--- src/hw/rtl/vrra_pkg.sv ---
package vrra_pkg;

  // Field widths of the request and result items
  localparam int ADDR_BITS = 20;
  localparam int SIZE_W    = 21;
  localparam int AGE_W     = 6;
  localparam int COUNT_W   = 7;
  localparam int STATUS_W  = 2;

  localparam int MAX_RECORDS_DEF = 64;

  // Region size after reset and the largest usable region
  localparam logic [SIZE_W-1:0] REGION_RESET = SIZE_W'(64'd1 << ADDR_BITS);
  localparam logic [SIZE_W-1:0] REGION_CAP   = SIZE_W'(64'd1 << ADDR_BITS);

  // Request commands
  localparam logic CMD_APPEND  = 1'b0;
  localparam logic CMD_EXTRACT = 1'b1;

  // Result status codes
  localparam logic [STATUS_W-1:0] STATUS_OK        = 2'd0;
  localparam logic [STATUS_W-1:0] STATUS_NOT_FOUND = 2'd1;
  localparam logic [STATUS_W-1:0] STATUS_OVERSIZE  = 2'd2;

  // Descriptor read address selection
  localparam logic [1:0] RD_OLDEST  = 2'd0;
  localparam logic [1:0] RD_NEWEST  = 2'd1;
  localparam logic [1:0] RD_EXTRACT = 2'd2;

  // Result register source selection
  localparam logic [1:0] RES_WRITE = 2'd0;
  localparam logic [1:0] RES_EXT   = 2'd1;
  localparam logic [1:0] RES_MISS  = 2'd2;
  localparam logic [1:0] RES_OVER  = 2'd3;

  typedef struct packed {
    logic              cmd;
    logic [SIZE_W-1:0] record_bytes;
    logic [AGE_W-1:0]  age_from_newest;
  } in_item_t;

  typedef struct packed {
    logic [STATUS_W-1:0]  status;
    logic [ADDR_BITS-1:0] record_address;
    logic [SIZE_W-1:0]    record_size;
    logic [COUNT_W-1:0]   records_held;
    logic [COUNT_W-1:0]   records_evicted;
  } out_item_t;

  typedef struct packed {
    logic [ADDR_BITS-1:0] addr;
    logic [SIZE_W-1:0]    size;
  } desc_t;

  // Controller to datapath commands
  typedef struct packed {
    logic       load;
    logic       evict;
    logic       latch_new;
    logic       place_zero;
    logic       place_nend;
    logic       wr_en;
    logic       res_load;
    logic [1:0] rd_sel;
    logic [1:0] res_sel;
  } ctrl_cmd_t;

  // Datapath to controller status
  typedef struct packed {
    logic is_ext;
    logic age_miss;
    logic bad_size;
    logic full;
    logic empty;
    logic wrapped;
    logic gap_ok;
    logic fits_end;
    logic old_lt_need;
  } ctrl_stat_t;

endpackage

--- src/hw/rtl/vrra_ctrl.sv ---
module vrra_ctrl
  import vrra_pkg::*;
(
  input  logic       clk,
  input  logic       rst,
  input  logic       in_valid,
  output logic       in_ready,
  output logic       out_valid,
  input  logic       out_ready,
  input  ctrl_stat_t st,
  output ctrl_cmd_t  cmd
);

  localparam logic [3:0] S_IDLE   = 4'd0;
  localparam logic [3:0] S_DECODE = 4'd1;
  localparam logic [3:0] S_PREP   = 4'd2;
  localparam logic [3:0] S_NEWEST = 4'd3;
  localparam logic [3:0] S_RD_OLD = 4'd4;
  localparam logic [3:0] S_CHK    = 4'd5;
  localparam logic [3:0] S_WRITE  = 4'd6;
  localparam logic [3:0] S_EXT    = 4'd7;
  localparam logic [3:0] S_REJ    = 4'd8;

  logic [3:0] state;
  logic [3:0] state_next;
  logic       loop_b;
  logic       loop_b_next;
  logic       ov;
  logic       out_free;

  assign out_free  = !ov || out_ready;
  assign in_ready  = (state == S_IDLE);
  assign out_valid = ov;

  // Sequence one request through decode, eviction walk and result
  always_comb begin
    state_next  = state;
    loop_b_next = loop_b;
    cmd         = '0;
    cmd.rd_sel  = RD_OLDEST;
    cmd.res_sel = RES_WRITE;
    case (state)
      S_IDLE: begin
        if (in_valid) begin
          cmd.load    = 1'b1;
          loop_b_next = 1'b0;
          state_next  = S_DECODE;
        end
      end
      S_DECODE: begin
        if (st.is_ext) begin
          if (st.age_miss) begin
            state_next = S_REJ;
          end else begin
            cmd.rd_sel = RD_EXTRACT;
            state_next = S_EXT;
          end
        end else if (st.bad_size) begin
          state_next = S_REJ;
        end else begin
          cmd.evict  = st.full;
          state_next = S_PREP;
        end
      end
      S_PREP: begin
        if (st.empty) begin
          cmd.place_zero = 1'b1;
          state_next     = S_WRITE;
        end else begin
          cmd.rd_sel = RD_NEWEST;
          state_next = S_NEWEST;
        end
      end
      S_NEWEST: begin
        cmd.latch_new = 1'b1;
        state_next    = S_RD_OLD;
      end
      S_RD_OLD: begin
        if (st.empty) begin
          cmd.place_zero = 1'b1;
          state_next     = S_WRITE;
        end else begin
          cmd.rd_sel = RD_OLDEST;
          state_next = S_CHK;
        end
      end
      S_CHK: begin
        if (!loop_b && st.wrapped) begin
          // Wrapped: the gap runs from the newest end to the oldest start
          if (st.gap_ok) begin
            cmd.place_nend = 1'b1;
            state_next     = S_WRITE;
          end else begin
            cmd.evict  = 1'b1;
            state_next = S_RD_OLD;
          end
        end else if (!loop_b && st.fits_end) begin
          cmd.place_nend = 1'b1;
          state_next     = S_WRITE;
        end else begin
          // Restart at offset zero: drop oldest records below the new end
          loop_b_next = 1'b1;
          if (st.old_lt_need) begin
            cmd.evict  = 1'b1;
            state_next = S_RD_OLD;
          end else begin
            cmd.place_zero = 1'b1;
            state_next     = S_WRITE;
          end
        end
      end
      S_WRITE: begin
        if (out_free) begin
          cmd.wr_en    = 1'b1;
          cmd.res_load = 1'b1;
          cmd.res_sel  = RES_WRITE;
          state_next   = S_IDLE;
        end
      end
      S_EXT: begin
        cmd.rd_sel = RD_EXTRACT;
        if (out_free) begin
          cmd.res_load = 1'b1;
          cmd.res_sel  = RES_EXT;
          state_next   = S_IDLE;
        end
      end
      S_REJ: begin
        if (out_free) begin
          cmd.res_load = 1'b1;
          cmd.res_sel  = st.is_ext ? RES_MISS : RES_OVER;
          state_next   = S_IDLE;
        end
      end
      default: begin
        state_next = S_IDLE;
      end
    endcase
  end

  // Hold state and the result valid flag
  always_ff @(posedge clk) begin
    if (rst) begin
      state  <= S_IDLE;
      loop_b <= 1'b0;
      ov     <= 1'b0;
    end else begin
      state  <= state_next;
      loop_b <= loop_b_next;
      if (cmd.res_load) begin
        ov <= 1'b1;
      end else if (out_ready) begin
        ov <= 1'b0;
      end
    end
  end

endmodule

--- src/hw/rtl/vrra_dpath.sv ---
module vrra_dpath
  import vrra_pkg::*;
#(
  parameter int MAX_RECORDS = MAX_RECORDS_DEF
) (
  input  logic              clk,
  input  logic              rst,
  input  in_item_t          in_data,
  input  logic              cfg_we,
  input  logic [SIZE_W-1:0] cfg_data,
  input  ctrl_cmd_t         cmd,
  output ctrl_stat_t        st,
  output out_item_t         out_data
);

  localparam int SLOT_W = (MAX_RECORDS > 1) ? $clog2(MAX_RECORDS) : 1;
  localparam int CNT_W  = $clog2(MAX_RECORDS + 1);
  localparam int CMP_W  = (CNT_W > AGE_W) ? CNT_W : AGE_W;
  localparam logic [SLOT_W:0]  MAX_S   = (SLOT_W + 1)'(MAX_RECORDS);
  localparam logic [CNT_W-1:0] MAX_CNT = CNT_W'(MAX_RECORDS);
  localparam logic [CNT_W-1:0] ONE_CNT = CNT_W'(1);

  logic [SIZE_W-1:0]    region;
  logic [SIZE_W-1:0]    eff;
  logic                 is_ext;
  logic [SIZE_W-1:0]    need;
  logic [AGE_W-1:0]     age;
  logic [SIZE_W-1:0]    eff_r;
  logic [SLOT_W-1:0]    oldest_slot;
  logic [CNT_W-1:0]     held;
  logic [CNT_W-1:0]     held_inc;
  logic [CNT_W-1:0]     evicted;
  logic [ADDR_BITS-1:0] nw_addr;
  logic [SIZE_W-1:0]    nend;
  logic [ADDR_BITS-1:0] place;
  logic [SLOT_W-1:0]    rd_slot;
  logic [SLOT_W-1:0]    wr_slot;
  logic [CNT_W-1:0]     ext_ofs;
  logic [SIZE_W-1:0]    old21;
  desc_t                rd_data;
  desc_t                mem [MAX_RECORDS];

  // Ring index a given offset past a base slot
  function automatic logic [SLOT_W-1:0] slot_at(input logic [SLOT_W-1:0] base,
                                                input logic [SLOT_W-1:0] ofs);
    logic [SLOT_W:0] sum;
    sum = {1'b0, base} + {1'b0, ofs};
    if (sum >= MAX_S) begin
      sum = sum - MAX_S;
    end
    return sum[SLOT_W-1:0];
  endfunction

  // Clamp the configured region to the usable range
  always_comb begin
    if (region == '0) begin
      eff = SIZE_W'(1);
    end else if (region > REGION_CAP) begin
      eff = REGION_CAP;
    end else begin
      eff = region;
    end
  end

  assign held_inc = held + ONE_CNT;
  assign ext_ofs  = held - ONE_CNT - CNT_W'(age);
  assign old21    = {1'b0, rd_data.addr};
  assign wr_slot  = (held == '0) ? '0 : slot_at(oldest_slot, held[SLOT_W-1:0]);

  // Select the descriptor read address
  always_comb begin
    case (cmd.rd_sel)
      RD_NEWEST:  rd_slot = slot_at(oldest_slot, SLOT_W'(held - ONE_CNT));
      RD_EXTRACT: rd_slot = slot_at(oldest_slot, ext_ofs[SLOT_W-1:0]);
      default:    rd_slot = oldest_slot;
    endcase
  end

  // Descriptor memory: one write port, one registered read port
  always_ff @(posedge clk) begin
    if (cmd.wr_en) begin
      mem[wr_slot] <= '{addr: place, size: need};
    end
    rd_data <= mem[rd_slot];
  end

  // Report conditions to the controller
  always_comb begin
    st.is_ext      = is_ext;
    st.age_miss    = CMP_W'(age) >= CMP_W'(held);
    st.bad_size    = (need == '0) || (need > eff_r);
    st.full        = (held >= MAX_CNT);
    st.empty       = (held == '0);
    st.wrapped     = rd_data.addr > nw_addr;
    st.gap_ok      = (old21 >= nend) && ((old21 - nend) >= need);
    st.fits_end    = (nend <= eff_r) && (need <= (eff_r - nend));
    st.old_lt_need = old21 < need;
  end

  // Hold the region register
  always_ff @(posedge clk) begin
    if (rst) begin
      region <= REGION_RESET;
    end else if (cfg_we) begin
      region <= cfg_data;
    end
  end

  // Ring bookkeeping
  always_ff @(posedge clk) begin
    if (rst) begin
      oldest_slot <= '0;
      held        <= '0;
    end else if (cmd.evict) begin
      oldest_slot <= slot_at(oldest_slot, SLOT_W'(1));
      held        <= held - ONE_CNT;
    end else if (cmd.wr_en) begin
      if (held == '0) begin
        oldest_slot <= '0;
      end
      held <= held_inc;
    end
  end

  // Capture the request and the working values of the placement search
  always_ff @(posedge clk) begin
    if (cmd.load) begin
      is_ext  <= (in_data.cmd == CMD_EXTRACT);
      need    <= in_data.record_bytes;
      age     <= in_data.age_from_newest;
      eff_r   <= eff;
      evicted <= '0;
    end else if (cmd.evict) begin
      evicted <= evicted + ONE_CNT;
    end
    if (cmd.latch_new) begin
      nw_addr <= rd_data.addr;
      nend    <= old21 + rd_data.size;
    end
    if (cmd.place_zero) begin
      place <= '0;
    end else if (cmd.place_nend) begin
      place <= nend[ADDR_BITS-1:0];
    end
  end

  // Load the result register
  always_ff @(posedge clk) begin
    if (cmd.res_load) begin
      case (cmd.res_sel)
        RES_WRITE: begin
          out_data.status          <= STATUS_OK;
          out_data.record_address  <= place;
          out_data.record_size     <= need;
          out_data.records_held    <= COUNT_W'(held_inc);
          out_data.records_evicted <= COUNT_W'(evicted);
        end
        RES_EXT: begin
          out_data.status          <= STATUS_OK;
          out_data.record_address  <= rd_data.addr;
          out_data.record_size     <= rd_data.size;
          out_data.records_held    <= COUNT_W'(held);
          out_data.records_evicted <= '0;
        end
        RES_MISS: begin
          out_data.status          <= STATUS_NOT_FOUND;
          out_data.record_address  <= '0;
          out_data.record_size     <= '0;
          out_data.records_held    <= COUNT_W'(held);
          out_data.records_evicted <= '0;
        end
        default: begin
          out_data.status          <= STATUS_OVERSIZE;
          out_data.record_address  <= '0;
          out_data.record_size     <= '0;
          out_data.records_held    <= COUNT_W'(held);
          out_data.records_evicted <= '0;
        end
      endcase
    end
  end

endmodule

--- src/hw/rtl/variable_record_ring_allocator_top.sv ---
// Channel   Signals                         Moves
// in        in_valid  in_ready  in_data     append or extract request
// out       out_valid out_ready out_data    one result per request
// cfg       cfg_valid cfg_ready cfg_data    region size in bytes
//
// One request at a time. Rejected appends, missing records and extracts pass
// from decode to a result state, an append to an empty store places its record
// at offset zero, and any other append reads the newest and then the oldest
// descriptor, evicting records during the search (the eviction forced by a full
// table is done in decode): each descriptor examined costs a read of the single
// registered memory port. A waiting result does not block the next request
// until that request's own result is ready. Reset is synchronous; the
// descriptor memory is not cleared and only written entries are ever read.
module variable_record_ring_allocator_top
  import vrra_pkg::*;
#(
  parameter int MAX_RECORDS = MAX_RECORDS_DEF
) (
  input  logic              clk,
  input  logic              rst,
  input  logic              in_valid,
  output logic              in_ready,
  input  in_item_t          in_data,
  output logic              out_valid,
  input  logic              out_ready,
  output out_item_t         out_data,
  input  logic              cfg_valid,
  output logic              cfg_ready,
  input  logic [SIZE_W-1:0] cfg_data
);

  ctrl_cmd_t  cmd;
  ctrl_stat_t st;

  assign cfg_ready = 1'b1;

  vrra_ctrl u_ctrl (
    .clk       (clk),
    .rst       (rst),
    .in_valid  (in_valid),
    .in_ready  (in_ready),
    .out_valid (out_valid),
    .out_ready (out_ready),
    .st        (st),
    .cmd       (cmd)
  );

  vrra_dpath #(
    .MAX_RECORDS (MAX_RECORDS)
  ) u_dpath (
    .clk      (clk),
    .rst      (rst),
    .in_data  (in_data),
    .cfg_we   (cfg_valid && cfg_ready),
    .cfg_data (cfg_data),
    .cmd      (cmd),
    .st       (st),
    .out_data (out_data)
  );

  // Never evict from an empty store
  a_evict_nonempty: assert property (@(posedge clk) disable iff (rst)
    cmd.evict |-> !st.empty)
    else $error("eviction with no records held");

  // Never write a descriptor into a full table
  a_write_not_full: assert property (@(posedge clk) disable iff (rst)
    cmd.wr_en |-> !st.full)
    else $error("descriptor write into full table");

  // Never overwrite a result that has not been taken
  a_no_result_overwrite: assert property (@(posedge clk) disable iff (rst)
    cmd.res_load |-> (!out_valid || out_ready))
    else $error("result register overwritten");

  // Take no new request right after one is accepted
  a_one_at_a_time: assert property (@(posedge clk) disable iff (rst)
    (in_valid && in_ready) |=> !in_ready)
    else $error("request accepted while busy");

endmodule
--- config.mk ---
export PLATFORM = sky130hd
export DESIGN_NAME = variable_record_ring_allocator_top
export DESIGN_NICKNAME = d
export VERILOG_FILES = /design/src/hw/rtl/vrra_pkg.sv /design/src/hw/rtl/vrra_ctrl.sv /design/src/hw/rtl/vrra_dpath.sv /design/src/hw/rtl/variable_record_ring_allocator_top.sv
export SDC_FILE = /design/constraint.sdc
export NUM_CORES = 2
export LEC_CHECK = 0
export ABC_AREA = 1
export BUFFER_PORTS_ARGS = -buffer_cell sky130_fd_sc_hd__buf_2
export CORE_AREA = 2 2 546 548
export CTS_CLUSTER_DIAMETER = 50
export DETAILED_ROUTE_END_ITERATION = 16
export DIE_AREA = 0 0 548 550
export GPL_ROUTABILITY_DRIVEN = 0
export PLACE_DENSITY = 0.51
export SYNTH_ARGS = -nofsm -noshare
export SYNTH_HDL_FRONTEND = slang
export SYNTH_SLANG_ARGS = --single-unit
--- constraint.sdc ---
create_clock -name clk -period 6.54 [get_ports clk]
set_clock_uncertainty 0.15 [all_clocks]
set_input_delay 0 -clock clk [delete_from_list [all_inputs] [get_ports clk]]
set_output_delay 0 -clock clk [all_outputs]
set_load 0.005 [all_outputs]
Word-level counts from Yosys, hierarchy flattened --
Memory sizes are Yosys's and may differ from the RTL's. A register that Yosys moved wholly into a read port is not among the register bits. Cells that the tools add are included.
Word-level totals: flip-flop bits (word level) 214, RAM bits 2624, input port bits 54, memories 1
Memory list:
- u_dpath.mem | depth 64, width 41, read ports 1, clocked after Yosys merged registers in 1, write ports 1, RTL line vrra_dpath.sv:41 | desc_t mem [MAX_RECORDS];
Operators by class: add/subtract/negate cells 15, $lt $le $gt $ge 14, equality and inequality tests 16, mux-type cells 64, reductions and logical operators 24
Operator list (number):
- one-hot mux 57 bit (3 select lines) | 1
- 2-to-1 mux 6 bit | 8
- less-or-equal comparator 21 bit | 2
- logical NOT 21 bit | 2
- >= comparator 7 bit (second input constant) | 5
- 2-to-1 mux 1 bit | 29
- one-hot mux 4 bit (7 select lines) | 1
- 2-to-1 mux 4 bit | 6
- subtractor 6 x 1 -> 6 bit (second input constant) | 4
- adder 20 x 21 -> 21 bit | 1
- adder 6 x 6 -> 7 bit | 3
- >= comparator 20 x 21 -> 1 bit | 1
- >= comparator 21 bit | 1
- greater-than comparator 21 bit | 1
- greater-than comparator 21 bit (second input constant) | 1
- less-than comparator 20 x 21 -> 1 bit | 1
- 2-to-1 mux 21 bit | 1
- subtractor 20 x 21 -> 21 bit | 1
- subtractor 21 bit | 1
- greater-than comparator 20 bit | 1
- equality test 4 x 3 -> 1 bit (second input constant) | 4
- 2-to-1 mux 2 bit | 8
- adder 7 x 1 -> 7 bit (second input constant) | 2
- 2-to-1 mux 7 bit | 2
- other kinds (27) | 46

Depth between registers and ports, before layout --
word-level depth 9, gate-level depth with buffers 31

Cells and area by module --
A second synthesis with hierarchy kept.
Unflattened totals: cells, all modules 10416, area total of the unflattened synthesis 120793.4 um2
Modules (own cells, without submodules):
- vrra_dpath | instances 1, cells an instance 10310, area an instance 120199.0 um2, seq. area each 85251.8 um2
- vrra_ctrl | instances 1, cells an instance 104, area an instance 583.1 um2, seq. area each 120.1 um2
- variable_record_ring_allocator_top | instances 1, cells an instance 2, area an instance 11.3 um2, seq. area each 0.0 um2

Least setup slack after synthesis --
No wires, ideal clock.
path kind register to register, start point register u_dpath.held[4], end point register, netlist name u_dpath.old21[10], data arrival time 4.053 ns, required time 6.331 ns, path slack 2.279 ns, cell stages (with the launch flop) 25, buffers on the path 2, cells stage by stage dfxtp_1 -> inv_1 -> ha_1 -> a21o_1 -> a22oi_1 -> o2111ai_1 -> nor2_1 -> inv_1 -> nand2_1 -> ha_1 -> nand2_1 -> o21ai_0 -> ha_1 -> inv_1 -> fa_1 -> o21ai_2 -> clkbuf_1 -> clkbuf_1 -> o21ai_0 -> o221ai_1 -> nand2_1 -> o21ai_0 -> nand2_1 -> nand4_1 -> and2_1
Between the ends: word-level cells in the longest chain between the ends 6, elaborated cells on any way between the ends 19, those cells by class add/sub: 6; order compare: 3; eq/ne: 2; mux: 7; reduce/logical: 1
RTL lines:
- from (decl) | RTL line vrra_dpath.sv:30 | logic [CNT_W-1:0] held;
- from (signal assigned) | RTL line vrra_dpath.sv:116 | held <= held - ONE_CNT;
- from (signal assigned) | RTL line vrra_dpath.sv:121 | held <= held_inc;
- subtractor 7 x 1 -> 7 bit or >= comparator 6 x 7 -> 1 bit (tied branches) | RTL line vrra_dpath.sv:66, vrra_dpath.sv:73, vrra_dpath.sv:90
- subtractor 6 bit or 2-to-1 mux 2 bit (tied branches) | RTL line vrra_dpath.sv:66, vrra_ctrl.sv:52
- adder 6 x 6 -> 7 bit or 2-to-1 mux 2 bit (tied branches) | RTL line vrra_dpath.sv:47, vrra_ctrl.sv:51
- subtractor 6 x 1 -> 6 bit (tied with other cells) | RTL line vrra_dpath.sv:49 | sum = sum - MAX_S;
- 2-to-1 mux 6 bit (tied with other cells) | RTL line vrra_dpath.sv:48 | if (sum >= MAX_S) begin
- one-hot mux 6 bit (2 select lines) (*) | RTL line vrra_dpath.sv:72 | case (cmd.rd_sel)
Mark *: on every way between the ends. The rest lies on a longest branch, timed or not. A chain may end at the register's enable or synchronous reset.

Worst setup path in the final report --
start point register u_dpath.held[4], end point register, netlist name u_dpath.old21[5]
Between the ends: word-level cells in the longest chain between the ends 6, elaborated cells on any way between the ends 19, those cells by class add/sub: 6; order compare: 3; eq/ne: 2; mux: 7; reduce/logical: 1
RTL lines (RTL line):
- subtractor 7 x 1 -> 7 bit or >= comparator 6 x 7 -> 1 bit (tied branches) | vrra_dpath.sv:66, vrra_dpath.sv:73, vrra_dpath.sv:90
- subtractor 6 bit or 2-to-1 mux 2 bit (tied branches) | vrra_dpath.sv:66, vrra_ctrl.sv:52
- adder 6 x 6 -> 7 bit or 2-to-1 mux 2 bit (tied branches) | vrra_dpath.sv:47, vrra_ctrl.sv:51
- subtractor 6 x 1 -> 6 bit (tied with other cells) | vrra_dpath.sv:49
- 2-to-1 mux 6 bit (tied with other cells) | vrra_dpath.sv:48
- one-hot mux 6 bit (2 select lines) (*) | vrra_dpath.sv:72
Marked as above.

==> flow_metrics.py <==
metrics = {
    "worst_setup_path": {
        "worst_setup_path_end_kind": "flip-flop",
        "cp-startpoint": "u_dpath.held[4]",
        "path_delay_family": "simple AND/OR/NAND/NOR gates",
        "r2r_cells": 25,
        "crit_type": "flip-flop to flip-flop",
        "path_buf_inv": 6,
        "reg2reg_to": "u_dpath.old21[5]",
        "timing.rr.start": "u_dpath.held[4]",
        "critPathCapture": "u_dpath.old21[5]",
        "arrival_ns": 6.95,
        "path_depth": 25,
        "r2r_slack_ns": 0.32,
        "cpMaxStageDelayCell": "o21ai_1",
        "cp_slowest_stage_delay_ns": 0.49,
        "cp-start-kind": "flip-flop",
        "crit_path_frequent_cell": "nand2_1",
        "worst_ep_required_time_ns": 7.28,
        "crit_fanout": 38,
    },
    "place": {
        "post-place-ws_ns": -0.0263,
        "port_buffers": 112,
        "hpwlAfterDp_um": 229000,
    },
    "floorplan": {
        "rows": 200,
        "die_area_mm2": 0.301,
        "coreArea_mm2": 0.296,
        "die_y_um": 550,
        "ios": 114,
        "die_w_um": 548,
        "initial_core_util_pct": 39.9,
    },
    "final_layout": {
        "drive_gt1_share_pct": 11.7,
        "final_core_util_pct": 47.0,
        "fin_nets": 9832,
        "area_growth_pct": 17.8,
    },
    "synth": {
        "ys_ff_latch": 2879,
        "synthTopCellsByArea": "edfxtp_1 71%, o21ai_0 6.3%, nor2_1 4.9%, o221ai_1 4.9%, nand2_1 2.2%",
        "synthFlopType": "edfxtp_1",
        "synth_commonest_cells": "2771 x edfxtp_1, 1543 x nor2_1, 1496 x o21ai_0",
        "synth_top_area_share_pct": 70.6,
        "syn_inst": 9175,
        "synth_nets": 9425,
        "avgSynthCellArea_um2": 12.9,
        "syn_area_mm2": 0.118,
        "synth_largest_area_cell": "edfxtp_1",
        "synth_edf_count": 2771,
        "synthArstFlopShare_pct": 0,
        "ys_warn_count": 0,
        "yosysMostFrequentCell": "edfxtp_1",
        "yosysSeqAreaShare_pct": 72.4,
        "synth_cell_types": 51,
    },
    "global_routing": {
        "track_usage_pct": 25.5,
        "antenna_found_initial": 25,
        "grt_pass1_vias": 78400,
        "grt_max_degree": 153,
        "grt_pass1_wl_um": 562000,
        "overflow": 0,
    },
    "routing": {
        "wl_um": 395000,
        "route.detailed.drc": 0,
        "wl_per_cell_um": 28.6,
        "num_vias": 80500,
        "initialDrtViolationCount": 8700,
        "viasPerCell": 5.83,
        "first_pass_iters": 6,
        "antenna_left": 0,
    },
    "timing": {
        "slew_violations": 0,
        "hold_slack_ns": 0.179,
        "worstMarginPinSlew_ns": 1.20,
        "setup_viol": 0,
        "max_freq_mhz": 161,
        "rsz0062_at_grt": "false",
        "hold_viol_final": 0,
        "max-slew-margin-rel_pct": 20.3,
        "min_period_ns": 6.22,
        "setup_slack_ns": 0.323,
        "fin_crit_sh_pct": 95.1,
    },
    "pwr": {
        "comb_power_share_pct": 30.9,
        "pwr-share-seq_pct": 36.9,
        "clockPowerShare_pct": 32.2,
        "p_int_mw": 38.9,
        "p_leak_nw": 47.6,
        "peakVddDrop_mv": 0.245,
        "p_switching_mw": 22.0,
        "p_sw_share_pct": 36.1,
        "power_density_mw_per_mm2": 439,
    },
    "status": {
        "status": "finished clean",
    },
    "clocking": {
        "cts.sinks": 2879,
        "htreeDepth": 5,
        "cts-root-buf": "clkbuf_16",
        "cts_tree": "yes",
        "cts_made_buffers": 344,
        "cts_buffer_depth": 4,
        "clk_pin_slew_ns": 0.06,
        "clk_latency_ns": 0.96,
    },
    "hold_path": {
        "hold_path_class": "input pin to flip-flop",
        "hold_depth": 3,
    },
    "flow_run": {
        "maxCapViolCount": 0,
    },
}
[metal layers]
| metal | track usage [%] | vias to the layer above | wire, um | part of all wire (%) |
|---|---|---|---|---|
| met5 | 0 | - | 13 | 0.0033 |
| met4 | 7.86 | 2 | 11800 | 3.0 |
| met3 | 3.87 | 564 | 30200 | 7.6 |
| met2 | 41.2 | 3351 | 184000 | 47 |
| met1 | 35.6 | 41300 | 169000 | 43 |
| li1 | - | 35300 | - | - |
[metrics by stage]
stage | instance area (um^2) | setup TNS, ns | instances | power [mW]
3_5_place_dp | 126000 | -0.0263 | 13000 | 41.3
6_report | 139000 | 0 | 13800 | 60.9
3_3_place_gp | 126000 | -0.168 | 13000 | 41.1
2_1_floorplan | 118000 | 0 | 9175 | 33.1
4_1_cts | 139000 | 0 | 13800 | 60.9
5_1_grt | 139000 | 0 | 13800 | 63.6
[flip-flops by register name, indices dropped and copies added (netlist names), 4 cells and up]
| name | flops |
|---|---|
| u_dpath.held | 7 |
| u_dpath.mem | 2624 |
| u_dpath.old21 | 20 |
| u_dpath.nw_addr | 20 |
| u_dpath.rd_data | 21 |
| u_dpath.oldest_slot | 6 |
| u_dpath.age | 6 |
| u_dpath.place | 20 |
| u_dpath.out_data | 57 |
| u_dpath.evicted | 7 |
| u_dpath.nend | 21 |
| u_dpath.need | 21 |
| u_dpath.region | 21 |
| u_ctrl.state | 4 |
| u_dpath.eff_r | 21 |
[worst min path at each step]
| stage | to | startpoint | slack, ns |
|---|---|---|---|
| 2_1_floorplan | u_dpath.age[0] | in_data[0] | -0.05 |
| 3_3_place_gp | u_dpath.need[19] | in_data[25] | 0.03 |
| 5_1_grt | u_dpath.need[2] | in_data[8] | 0.21 |
| 3_5_place_dp | u_dpath.need[0] | in_data[6] | 0.03 |
| 4_1_cts | u_dpath.age[1] | in_data[1] | 0.13 |
| 6_report | u_dpath.need[1] | in_data[7] | 0.18 |
[kinds of logic (layout without fill, tap and decap cells)]
kind of cell,count (synthesis),in the layout,share of synthesized area (%)
AO/OA/AOI/OAI,2487,2487,12.8
XOR/XNOR,76,76,0.564
buffers and inverters,855,1542,2.93
flip-flops,2879,2879,72.4
AND/OR/NAND/NOR,2681,2681,9.19
other,1,18,0.00318
adder cells (fa/ha/maj),196,196,2.12
[final cells by class]
class / instances / area (um^2)
inverter: 254 / 995
tap: 3939 / 4930
multi-input combinational: 5441 / 29700
clock inverter: 213 / 2650
timing repair inverter: 1 / 8.76
clock buffer: 413 / 9030
timing repair buffer: 661 / 6160
antenna: 17 / 42.5
sequential: 2879 / 85400
fill: 25900 / 157000
[placed cells by master (no fill, tap or decap), types with 27 or more instances in the layout]
cell	Yosys	final
a21oi_1	168	168
and2_1	43	42
buf_12	0	85
buf_2	157	112
buf_4	13	312
bufinv_16	0	42
clkbuf_1	387	56
clkbuf_16	0	348
clkinv_1	1	44
clkinv_2	0	36
clkinvlp_4	0	30
dfxtp_1	108	87
dlygate4sd3_1	0	148
edfxtp_1	2771	2771
ha_1	190	189
inv_1	249	247
nand2_1	693	691
nand3_1	265	263
nand4_1	85	85
nor2_1	1543	1476
nor2_4	0	66
o21ai_0	1496	1495
o21ai_1	102	102
o221ai_1	658	657
xnor2_1	27	27
xor2_1	49	49
[tightest hold or removal path, stage by stage]
cell           delay, ns
dlygate4sd3_1       0.52
buf_2               0.09
dlygate4sd3_1       0.53
[power by group through the flow]
| stage | clock network (mW) | logic [mW] | registers (mW) |
|---|---|---|---|
| after floorplan | 0 | 10.2 | 22.8 |
| after global placement | 0 | 18.2 | 22.9 |
| after detailed placement | 0 | 18.4 | 22.9 |
| after CTS | 19.9 | 18.6 | 22.5 |
| after global routing | 20.6 | 20.5 | 22.5 |
| final | 19.6 | 18.8 | 22.5 |
[timing repair]
action	4_1_cts	5_1_grt
endpoints found under the setup margin	1	21
gates cloned	0	3
resized for setup	1	13
setup buffers	0	10
hold buffers	148	0
hold endpoints to repair	98	0
pin swaps	0	4
Note: power is estimated with default switching activity, not from simulation.
